==> src/assert_macros.svh <==
// ----------------------------------------------------------------------------
// Assertion macros
// Shared concurrent assertion forms for the glob sequence matcher.
// ----------------------------------------------------------------------------
`ifndef ASSERT_MACROS_SVH
`define ASSERT_MACROS_SVH

// Same-cycle implication, checked only outside reset.
`define ASSERT_IMPL(lbl, clk_s, rstn_s, ante, cons) \
    lbl: assert property (@(posedge clk_s) disable iff (!rstn_s) (ante) |-> (cons)) \
        else $error("glob match check failed");

// Next-cycle implication, checked only outside reset.
`define ASSERT_NEXT(lbl, clk_s, rstn_s, ante, cons) \
    lbl: assert property (@(posedge clk_s) disable iff (!rstn_s) (ante) |=> (cons)) \
        else $error("glob match check failed");

`endif

==> src/gcsm_pkg.sv <==
// ----------------------------------------------------------------------------
// gcsm_pkg
// Types and constants shared by the glob sequence matcher modules.
// ----------------------------------------------------------------------------
`default_nettype none

package gcsm_pkg;

    localparam int MAX_TOKENS_DEF   = 16;
    localparam int MAX_CHANNELS_DEF = 8;

    // Tokens covered by the kind and mask registers, and the padded count
    // that covers the largest token parameter.
    localparam int REG_TOKENS  = 16;
    localparam int PAD_TOKENS  = 32;
    localparam int MASK_W      = 8;

    localparam int COUNT_W     = 5;
    localparam int KINDS_W     = 32;
    localparam int MASKS_W     = 64;
    localparam int CFG_DATA_W  = 64;
    localparam int CFG_INDEX_W = 2;
    localparam int CHANNEL_W   = 8;

    typedef enum logic [CFG_INDEX_W-1:0] {
        REG_TOKEN_COUNT = 2'd0,
        REG_TOKEN_KINDS = 2'd1,
        REG_MASKS_LOW   = 2'd2,
        REG_MASKS_HIGH  = 2'd3
    } reg_index_t;

    typedef enum logic [1:0] {
        KIND_LETTER = 2'd0,
        KIND_SINGLE = 2'd1,
        KIND_MULTI  = 2'd2,
        KIND_NONE   = 2'd3
    } kind_t;

    typedef struct packed {
        logic [COUNT_W-1:0] token_count;
        logic [KINDS_W-1:0] token_kinds;
        logic [MASKS_W-1:0] masks_low;
        logic [MASKS_W-1:0] masks_high;
    } cfg_t;

endpackage

`default_nettype wire

==> src/gcsm_step.sv <==
// ----------------------------------------------------------------------------
// gcsm_step
// One layer of the bit-parallel glob match: closes the live position set,
// advances it by one channel and closes the result again.
// ----------------------------------------------------------------------------
`default_nettype none

module gcsm_step #(
    parameter int MAX_TOKENS   = gcsm_pkg::MAX_TOKENS_DEF,
    parameter int MAX_CHANNELS = gcsm_pkg::MAX_CHANNELS_DEF
) (
    input  wire logic [MAX_TOKENS:0]           live,
    input  wire logic [gcsm_pkg::CHANNEL_W-1:0] channel,
    input  wire gcsm_pkg::cfg_t                cfg,
    output logic      [MAX_TOKENS:0]           live_next,
    output logic                               matched
);

    localparam int W      = MAX_TOKENS + 1;
    localparam int LEVELS = (W > 1) ? $clog2(W) : 1;
    localparam int CH_LIM = (MAX_CHANNELS < gcsm_pkg::MASK_W) ? MAX_CHANNELS
                                                               : gcsm_pkg::MASK_W;
    localparam logic [gcsm_pkg::CHANNEL_W-1:0] CH_LIMIT = gcsm_pkg::CHANNEL_W'(CH_LIM);

    logic [2*gcsm_pkg::PAD_TOKENS-1:0]                 kinds_all;
    logic [gcsm_pkg::MASK_W*gcsm_pkg::PAD_TOKENS-1:0]  masks_all;
    logic [W-1:0] active;
    logic [W-1:0] multi;
    logic [W-1:0] end_pos;
    logic [W-1:0] cur;
    logic [W-1:0] advanced;
    logic         chan_ok;

    // A live position in front of an active multi wildcard also makes the
    // following position live. The chain is resolved as a parallel prefix.
    function automatic logic [W-1:0] close_set(input logic [W-1:0] s,
                                               input logic [W-1:0] p_in);
        logic [W-1:0] g;
        logic [W-1:0] p;
        logic [W-1:0] g_n;
        logic [W-1:0] p_n;
        g = s;
        p = p_in;
        for (int lvl = 0; lvl < LEVELS; lvl++) begin
            g_n = g;
            p_n = '0;
            for (int j = 0; j < W; j++) begin
                if (j >= (1 << lvl))
                    g_n[j] = g[j] | (g[j - (1 << lvl)] & p[j - (1 << lvl)]);
                if (j + (1 << lvl) < W)
                    p_n[j] = p[j] & p[j + (1 << lvl)];
            end
            g = g_n;
            p = p_n;
        end
        return g;
    endfunction

    // Tokens beyond the registers never match anything.
    assign kinds_all = {{(2*gcsm_pkg::PAD_TOKENS-gcsm_pkg::KINDS_W){1'b1}}, cfg.token_kinds};
    assign masks_all = {{(gcsm_pkg::MASK_W*gcsm_pkg::PAD_TOKENS-2*gcsm_pkg::MASKS_W){1'b0}},
                        cfg.masks_high, cfg.masks_low};
    assign chan_ok   = (channel < CH_LIMIT);

    always_comb
    begin
        active = '0;
        multi  = '0;
        for (int i = 0; i < MAX_TOKENS; i++) begin
            active[i] = (i < int'(cfg.token_count));
            multi[i]  = active[i] &&
                        (gcsm_pkg::kind_t'(kinds_all[2*i +: 2]) == gcsm_pkg::KIND_MULTI);
        end
        end_pos = '0;
        for (int i = 1; i < W; i++)
            end_pos[i] = active[i-1] & ~active[i];
    end

    assign cur = close_set(live, multi);

    always_comb
    begin
        advanced = '0;
        for (int i = 0; i < MAX_TOKENS; i++) begin
            if (cur[i] && active[i]) begin
                case (gcsm_pkg::kind_t'(kinds_all[2*i +: 2]))
                    gcsm_pkg::KIND_LETTER:
                    begin
                        if (chan_ok && masks_all[gcsm_pkg::MASK_W*i + int'(channel[2:0])])
                            advanced[i+1] = 1'b1;
                    end
                    gcsm_pkg::KIND_SINGLE: advanced[i+1] = 1'b1;
                    gcsm_pkg::KIND_MULTI:  advanced[i]   = 1'b1;
                    default: ;
                endcase
            end
        end
    end

    assign live_next = close_set(advanced, multi);
    assign matched   = |(live_next & end_pos);

endmodule

`default_nettype wire

==> src/glob_class_sequence_match.sv <==
// A last layer is held in the s1 register, then its step result is registered on out_valid.
// Throughput: one layer per cycle while in_stall is low; the live-set update through one register stage sets it.
// A stalled result holds only a layer flagged last; other layers keep flowing.
// Reset clears the valid flags and the pattern (no match) and sets the live set to the start position.
// ----------------------------------------------------------------------------
// glob_class_sequence_match
// Matches a stream of channel indices against a configured glob pattern.
// ----------------------------------------------------------------------------
`default_nettype none
`include "assert_macros.svh"

module glob_class_sequence_match #(
    parameter int MAX_TOKENS   = gcsm_pkg::MAX_TOKENS_DEF,
    parameter int MAX_CHANNELS = gcsm_pkg::MAX_CHANNELS_DEF
) (
    input  wire logic                             clk,
    input  wire logic                             rst_n,
    input  wire logic                             cfg_write_en,
    input  wire logic [gcsm_pkg::CFG_INDEX_W-1:0] cfg_index,
    input  wire logic [gcsm_pkg::CFG_DATA_W-1:0]  cfg_data,
    input  wire logic                             in_valid,
    output logic                                  in_stall,
    input  wire logic [gcsm_pkg::CHANNEL_W-1:0]   channel,
    input  wire logic                             last_layer,
    output logic                                  out_valid,
    input  wire logic                             out_stall,
    output logic                                  matched
);

    localparam logic [MAX_TOKENS:0] START = {{MAX_TOKENS{1'b0}}, 1'b1};

    gcsm_pkg::cfg_t cfg_reg;
    gcsm_pkg::cfg_t cfg_next;

    logic [MAX_TOKENS:0]            live_reg;
    logic [MAX_TOKENS:0]            live_next;
    logic [MAX_TOKENS:0]            step_live;
    logic                           step_matched;

    logic                           s1_valid_reg;
    logic                           s1_valid_next;
    logic [gcsm_pkg::CHANNEL_W-1:0] s1_channel_reg;
    logic                           s1_last_reg;

    logic                           out_valid_reg;
    logic                           out_valid_next;
    logic                           matched_reg;

    logic                           in_accept;
    logic                           out_free;
    logic                           s1_fire;

    always_comb
    begin
        cfg_next = cfg_reg;
        if (cfg_write_en) begin
            case (gcsm_pkg::reg_index_t'(cfg_index))
                gcsm_pkg::REG_TOKEN_COUNT:
                    cfg_next.token_count = cfg_data[gcsm_pkg::COUNT_W-1:0];
                gcsm_pkg::REG_TOKEN_KINDS:
                    cfg_next.token_kinds = cfg_data[gcsm_pkg::KINDS_W-1:0];
                gcsm_pkg::REG_MASKS_LOW:
                    cfg_next.masks_low   = cfg_data[gcsm_pkg::MASKS_W-1:0];
                gcsm_pkg::REG_MASKS_HIGH:
                    cfg_next.masks_high  = cfg_data[gcsm_pkg::MASKS_W-1:0];
                default: ;
            endcase
        end
    end

    gcsm_step #(
        .MAX_TOKENS   (MAX_TOKENS),
        .MAX_CHANNELS (MAX_CHANNELS)
    ) u_step (
        .live      (live_reg),
        .channel   (s1_channel_reg),
        .cfg       (cfg_reg),
        .live_next (step_live),
        .matched   (step_matched)
    );

    // Only a last layer needs room in the result register.
    assign out_free  = ~out_valid_reg | ~out_stall;
    assign s1_fire   = s1_valid_reg & (~s1_last_reg | out_free);
    assign in_stall  = s1_valid_reg & ~s1_fire;
    assign in_accept = in_valid & ~in_stall;

    assign s1_valid_next  = in_accept | (s1_valid_reg & ~s1_fire);
    assign out_valid_next = (s1_fire & s1_last_reg) | (out_valid_reg & out_stall);

    always_comb
    begin
        live_next = live_reg;
        if (s1_fire)
            live_next = s1_last_reg ? START : step_live;
    end

    always_ff @(posedge clk or negedge rst_n)
    begin
        if (!rst_n) begin
            cfg_reg       <= '0;
            live_reg      <= START;
            s1_valid_reg  <= 1'b0;
            out_valid_reg <= 1'b0;
        end else begin
            cfg_reg       <= cfg_next;
            live_reg      <= live_next;
            s1_valid_reg  <= s1_valid_next;
            out_valid_reg <= out_valid_next;
        end
    end

    always_ff @(posedge clk)
    begin
        if (in_accept) begin
            s1_channel_reg <= channel;
            s1_last_reg    <= last_layer;
        end
        if (s1_fire && s1_last_reg)
            matched_reg <= step_matched;
    end

    assign out_valid = out_valid_reg;
    assign matched   = matched_reg;

    `ASSERT_IMPL(a_stall_only_when_held, clk, rst_n, in_stall, s1_valid_reg && s1_last_reg)
    `ASSERT_NEXT(a_restart_after_last, clk, rst_n, s1_fire && s1_last_reg, live_reg == START)
    `ASSERT_IMPL(a_result_from_last, clk, rst_n, $rose(out_valid_reg), $past(s1_fire && s1_last_reg))

endmodule

`default_nettype wire
==> config.mk <==
export PLATFORM = sky130hd
export DESIGN_NAME = glob_class_sequence_match
export DESIGN_NICKNAME = d
export VERILOG_FILES = /design/src/gcsm_pkg.sv /design/src/gcsm_step.sv /design/src/glob_class_sequence_match.sv
export VERILOG_INCLUDE_DIRS = /design/src /design/src/src
export SDC_FILE = /design/constraint.sdc
export NUM_CORES = 1
export LEC_CHECK = 0
export BUFFER_PORTS_ARGS = -buffer_cell sky130_fd_sc_hd__buf_2
export CAP_MARGIN = 40
export CORE_AREA = 5 5 143 145
export DETAILED_ROUTE_END_ITERATION = 10
export DIE_AREA = 0 0 148 150
export HOLD_SLACK_MARGIN = 0.15
export PLACE_DENSITY = 0.75
export SLEW_MARGIN = 40
export SYNTH_ARGS = -nofsm -noshare
export SYNTH_HDL_FRONTEND = slang
export SYNTH_SLANG_ARGS = --single-unit
==> constraint.sdc <==
create_clock -name clk -period 3.41 [get_ports clk]
set_clock_uncertainty 0.15 [all_clocks]
set_input_delay 0.682 -clock clk [delete_from_list [all_inputs] [get_ports clk]]
set_output_delay 0.682 -clock clk [all_outputs]
set_load 0.01 [all_outputs]
==> results.md, run 1 <==
- 11500 um2 — Post-Place Cell Area
- 719 ps — worst-margin pin slew
- 0 — count of endpoints failing hold in the final timing report
- 284 MHz — highest achievable clock rate
- 0.946 — global placer's final weighted congestion
- 0 — total gr overflow
- 193 — number of synthesized register bits
- 80 ps — Clk pin slew, worst setup/hold paths
- 1271 — final cell count without fillers
- negative setup slack — failing checks
- -110 ps — R2R Setup Slk
- 6.03% — met3 track demand over resource in global routing
- 148 um — die boundary width
- 22200 um2 — die outline area
- 0 — residual antenna-violating net count after detailed routing
- 12 — R2R depth
- 103% — final worst path period share
- 10 — Post-synth EDFFs
- 94.8% — asr flop ratio synth
- 150 um — die height
- 25.5% — layout overhead on the synthesized area
- 52.1% — Max-Slew Margin vs Limit
- yes — clock tree from TritonCTS
- 920 — Mapped Nets
- dfrtp_1 (45%), mux2_2 (20%), mux4_2 (4.7%) — cells taking the most area after synthesis
- 0 — max-slew violations
- clkbuf_16 — library cell used as clock root buffer
- 4 — maximum level of the CTS H-tree
- 0.416 mV — worst vdd rail ir drop
- 28100 um — aggregate routed wire length
- 10000 um2 — Netlist Area Pre-Place
- 1 — number of cells traversed by the worst hold path
- true — setup repair after global routing missed its margin
- 840 — cells after synthesis
- 5 — drt first pass iters
- 12600 um2 — Design Area, Final
- 545 nW/um2 — Cell Pwr Density
- 41.7% — GRT met2 Usage
- -110 ps — Setup WS post-layout
- -165 ps — final-layout setup total negative slack
- 1227 — placed cell count
- 26.1% — global-route total usage across every layer
- matched — reg2reg end
- 17 — clock buffers created by TritonCTS
- 450 ps — clock latency at the later pin of the worst-skew pair
- 6.10 — post-DR vias/cell
- 45.4% — fraction of synthesized cell area taken by the top area cell type
- 0 — number of max-cap violations
- 51 — number of rows in the core area
- in2reg — Hold/Removal Path Class
- 52.5% — Initial Util
- 260 ps — worst hold slack
- 165 — max reg flops
- dfrtp_1 — ys flop type
- dfrtp_1 (182), mux2_2 (177), nand2_1 (55), a21oi_1 (34) — leading cell types by count after synthesis
- 83 — ports placed on the boundary
- 6 — largest fanout on the critical path
- 0 — Yosys Warn Count
- met2 — Top Usage Layer GRT
- s1_channel_reg[2] — worst hold path endpoint
- 19100 um2 — Core Area
- dfrtp_1 — library cell occupying the most area in the post-synthesis netlist
- 3520 ps — Tmin final
- finished, violations left — outcome
- 48.4% — share of final-layout standard cells stronger than drive strength 1
- 0.00546 uW — Pleak
- 48.7% — fraction of the yosys area taken by sequential cells
- 75 — synth unique cells
- 44900 um — wire length of the first global-routing pass
- 0 — antenna diode count
- 515 — Detailed Route Iter0 Violations
- 3450 ps — Critical Path RT
- 7757 — via count
- 69 — largest net degree at the start of global routing
- flop — CP endpoint kind
- channel[2] — Worst Min Path Start
- cfg_reg[164] — source of the worst register-to-register timing path
- flop — category of the worst setup path launch point
- 0 — number of remaining DRC errors
- 22.1 um — routed wire length per instance
- 8144 — via count of the first global-routing pass
- 11.9 um2 — Avg Inst Size Synth
- 82 — quantity of I/O buffers inserted on ports
- 1100 — final net count
- 2 — clock buffer depth
- dfrtp_1 — leading cell type by number of instances after synthesis
- reg2reg — Crit Path Class
- 0 — antenna violations before repair
- 193 — clock sink total
- 20500 um — hpwl dp
- 3560 ps — Arrival @ worst endpoint
- 3 — final number of setup-violating endpoints
- 35.4% — met1 routing resource usage after global routing
==> how the worst max path moves through the flow <==
stage	start	endpoint	slack (ps)
2_1_floorplan	cfg_reg[164]	matched	100
3_3_place_gp	cfg_reg[163]	matched	-190
3_5_place_dp	cfg_reg[163]	matched	-270
4_1_cts	cfg_reg[164]	matched	-40
5_1_grt	cfg_reg[163]	matched	-240
6_report	cfg_reg[164]	matched	-110
==> layer usage <==
layer  vias up  share of wire (%)
met5         -                  0
met4         0                2.7
met3        54                5.6
met2       244                 48
met1      3922                 44
li1       3537                  -
==> power by group <==
part | internal (uW) | switching (uW)
clock | 1090 | 1070
combinational | 898 | 846
sequential | 2700 | 263
==> critical path, cell delays in order, from the launching register on <==
cell	delay [ps]
dfrtp_1	420
buf_6	150
or4_4	490
a41o_1	230
a41o_1	230
a211oi_4	330
o21ai_4	150
a21oi_4	190
o21ai_2	90
a221o_1	350
and4b_1	230
nor3_2	170
nand4_1	90
==> cells in the final DEF, fill, tap and decap left out, types with 7 or more instances in the layout <==
cell,instances
o21ai_0,24
nor4_1,7
a21oi_1,25
nand2_1,54
a21oi_2,9
buf_6,8
clkbuf_16,17
mux4_2,21
mux2_2,176
nor2_1,30
mux2i_1,15
nor3_1,9
nand3_1,19
a211oi_1,7
dfrtp_1,180
inv_1,13
nand2b_1,13
nor2b_1,15
a21o_1,11
buf_4,108
o21ai_1,7
edfxtp_1,10
buf_2,81
==> stage by stage <==
| stage | setup WS (ps) | util [%] | power, uW |
|---|---|---|---|
| after detailed placement | -274 | 60.1 | 4590 |
| after global routing | -242 | 66.0 | 7170 |
| final | -110 | 66.0 | 6860 |
| after CTS | -42.2 | 64.7 | 6790 |
| after floorplan | 99.4 | - | 3890 |
| after global placement | -188 | 60.1 | 4540 |
==> cell type report <==
| cell class | count | area, um2 |
|---|---|---|
| Clock buffer | 17 | 425 |
| Clock inverter | 15 | 228 |
| Fill cell | 1397 | 6500 |
| Inverter | 13 | 48.8 |
| Multi-Input combinational cell | 591 | 5260 |
| Sequential cell | 193 | 4880 |
| Tap cell | 238 | 298 |
| Timing Repair Buffer | 204 | 1440 |
==> logic make-up (layout without fill, tap and decap cells) <==
group	Yosys count	count (layout)	synth area share, %
multiplexers	215	215	26.3
AND/OR/NAND/NOR	208	208	10.9
flip-flops	193	193	48.7
AO/OA/AOI/OAI	166	166	11.5
buffers and inverters	56	249	2.40
XOR/XNOR	2	2	0.175
==> what timing repair did <==
| item | in CTS | in global routing |
|---|---|---|
| buffers inserted | 4 | 7 |
| hold buffers | 1 | 0 |
| endpoints found under the hold margin | 56 | 0 |
| pin swaps | 19 | 19 |
| gates resized for setup | 42 | 36 |
| endpoints found under the setup margin | 4 | 5 |
Note: power is estimated with default switching activity, not from simulation.
==> run 2: changes to the inputs <==
--- a/config.mk
+++ b/config.mk
@@ -13,6 +13,7 @@
 export DIE_AREA = 0 0 148 150
 export HOLD_SLACK_MARGIN = 0.15
 export PLACE_DENSITY = 0.75
+export SKIP_CTS_REPAIR_TIMING = 1
 export SLEW_MARGIN = 40
 export SYNTH_ARGS = -nofsm -noshare
 export SYNTH_HDL_FRONTEND = slang
==> constraint.sdc (replaced) <==
create_clock -name clk -period 3.41 [get_ports clk]
set_clock_uncertainty 0.15 [all_clocks]
set_input_delay 0.682 -clock clk [delete_from_list [all_inputs] [get_ports clk]]
set_output_delay 0.682 -clock clk [all_outputs]
set_load 0.005 [all_outputs]
==> run 2 against run 1 <==
Compared with the run above:
- the flow still finishes with violations (negative setup slack)
- largest power group unchanged
- count of clock-buffer cells in the layout did not move
- clock power about the same
- register-to-register slack lost 20 ps
- core utilization decreased by 0.39 points
- largest cell class unchanged
- critical endpoint unchanged
- power down 0.63%
==> results.md, run 2 (synthesized netlist as in run 1, its figures left out) <==
- finished, violations left — outcome
- negative setup slack — failing checks
- 25.8% — global-route total usage across every layer
- 25.1% — logic gate share of total power
- 31.5% — fraction of power spent switching nets
- 0.416 mV — worst vdd rail ir drop
- 22.1 um — routed wire length per instance
- -128 ps — Setup WS post-layout
- 1 — final number of setup-violating endpoints
- 150 um — die height
- 1 — number of cells traversed by the worst hold path
- 0 — antenna violations before repair
- 104% — final worst path period share
- 6820 uW — total design power
- 283 MHz — highest achievable clock rate
- 0.00544 uW — Pleak
- 0 — total gr overflow
- 569 — Detailed Route Iter0 Violations
- or4_4 — library cell contributing the largest single delay on the critical path
- 0 — antenna diode count
- 0 — number of remaining DRC errors
- 24.8% — layout overhead on the synthesized area
- 19100 um2 — Core Area
- 65.6% — final core utilization
- 44400 um — wire length of the first global-routing pass
- dfrtp_1 — commonest non-fill, non-tap cell in the layout
- 165 — max reg flops
- 0 — number of max-cap violations
- 193 — clock sink total
- flop — CP endpoint kind
- 540 ps — crit-path max cell delay
- 5 — drt first pass iters
- in2reg — Hold/Removal Path Class
- 28000 um — aggregate routed wire length
- 31.5% — clock power share
- 8024 — via count of the first global-routing pass
- 7716 — via count
- 51 — number of rows in the core area
- 0.946 — global placer's final weighted congestion
- 3570 ps — Arrival @ worst endpoint
- 20500 um — hpwl dp
- 2 — clock buffer depth
- buf_4 > or4_4 > a41o_1 > a41o_1 > a211oi_4 > o21ai_4 > a21oi_2 > o21ai_1 > a221o_1 > and4b_1 > nor3_2 > nand4_1 — Cell Chain, Critical Path
- reg2reg — Crit Path Class
- 52.5% — Initial Util
- 3540 ps — Tmin final
- dfrtp_1 (182), mux2_2 (174), buf_4 (104), buf_2 (81), nand2_1 (54) — top library cells by usage in the layout, fill and taps aside
- flop — category of the worst setup path launch point
- 12 — R2R depth
- 707 ps — worst-margin pin slew
- 545 nW/um2 — Cell Pwr Density
- 83 — ports placed on the boundary
- 0 — count of endpoints failing hold in the final timing report
- 80 ps — Clk pin slew, worst setup/hold paths
- 22200 um2 — die outline area
- 148 um — die boundary width
- 6 — largest fanout on the critical path
- 2150 uW — power dissipated by switching net loads
- -128 ps — final-layout setup total negative slack
- a41o_1 — cell with the most instances on the worst path
- yes — clock tree from TritonCTS
- clkbuf_16 — library cell used as clock root buffer
- 11500 um2 — Post-Place Cell Area
- 450 ps — clock latency at the later pin of the worst-skew pair
- 82 — quantity of I/O buffers inserted on ports
- 43.4% — power share of the sequential group
- 0 — max-slew violations
- -274 ps — worst setup slack after placement
- true — setup repair after global routing missed its margin
- 4 — maximum level of the CTS H-tree
- 69 — largest net degree at the start of global routing
- 1095 — final net count
- 3450 ps — Critical Path RT
- 0 — residual antenna-violating net count after detailed routing
- 6.09 — post-DR vias/cell
- 47.7% — share of final-layout standard cells stronger than drive strength 1
- 52.9% — Max-Slew Margin vs Limit
- 12500 um2 — Design Area, Final
- 4670 uW — internal power
- 1397 — fill cell count
- 17 — clock buffers created by TritonCTS
[run 2: changes by cell type in the layout (fill, tap and decap cells not counted), moves of 2 or more]
cell and change:
mux2_4 +2, dfrtp_2 -2, buf_6 -3, dfrtp_1 +2
buf_4 -4, mux2_2 -2
[run 2: power groups by stage]
stage	Sequential (uW)	Combinational [uW]	Clock [uW]
CTS	2950	1620	2170
global placement	2970	1580	0
finish	2960	1710	2150
global route	3000	1850	2280
detailed placement	2990	1600	0
floorplan	2900	992	0
[run 2: stage by stage]
stage	hold WS (ps)	instances
after floorplan	236	840
after global placement	331	1227
after detailed placement	338	1227
after CTS	106	1259
after global routing	245	1266
final	262	1266
[run 2: per-layer routing]
layer  routed length (um)  vias up  share of wire [%]  GRT usage [%]
li1                     -     3537                  -              -
met4                  539        0                1.9           7.39
met5                    0        -                  0              0
met2                13700      219                 49           41.6
met3                 1450       37                5.2           5.21
met1                12300     3923                 44           35.9
[run 2: path summary, 6_finish.rpt]
| path | from | end | slack (ps) |
|---|---|---|---|
| min in group asynchronous | rst_n | cfg_reg[129] | 650 |
| setup reg to reg | cfg_reg[164] | matched | -130 |
| max in group asynchronous | rst_n | cfg_reg[2] | 1640 |
| hold reg to reg | cfg_reg[85] | cfg_reg[85] | 360 |
| setup / recovery | cfg_reg[164] | matched | -130 |
| hold / removal | channel[2] | s1_channel_reg[2] | 260 |
[run 2: layout make-up]
type                       instances  area [um2]  area share, %
inverter                          13        48.8          0.390
sequential                       193        4880           39.0
clock inverter                    15         228           1.82
clock buffer                      17         425           3.40
timing repair buffer             199        1420           11.3
multi-input combinational        591        5210           41.7
tap                              238         298           2.38
[run 2: worst max-delay path: cells and delay by family (launching register included)]
family | cells | cell delay (ps)
buffers and inverters | 1 | 160
AND/OR/NAND/NOR | 4 | 1000
flip-flops | 1 | 400
AO/OA/AOI/OAI | 7 | 1580
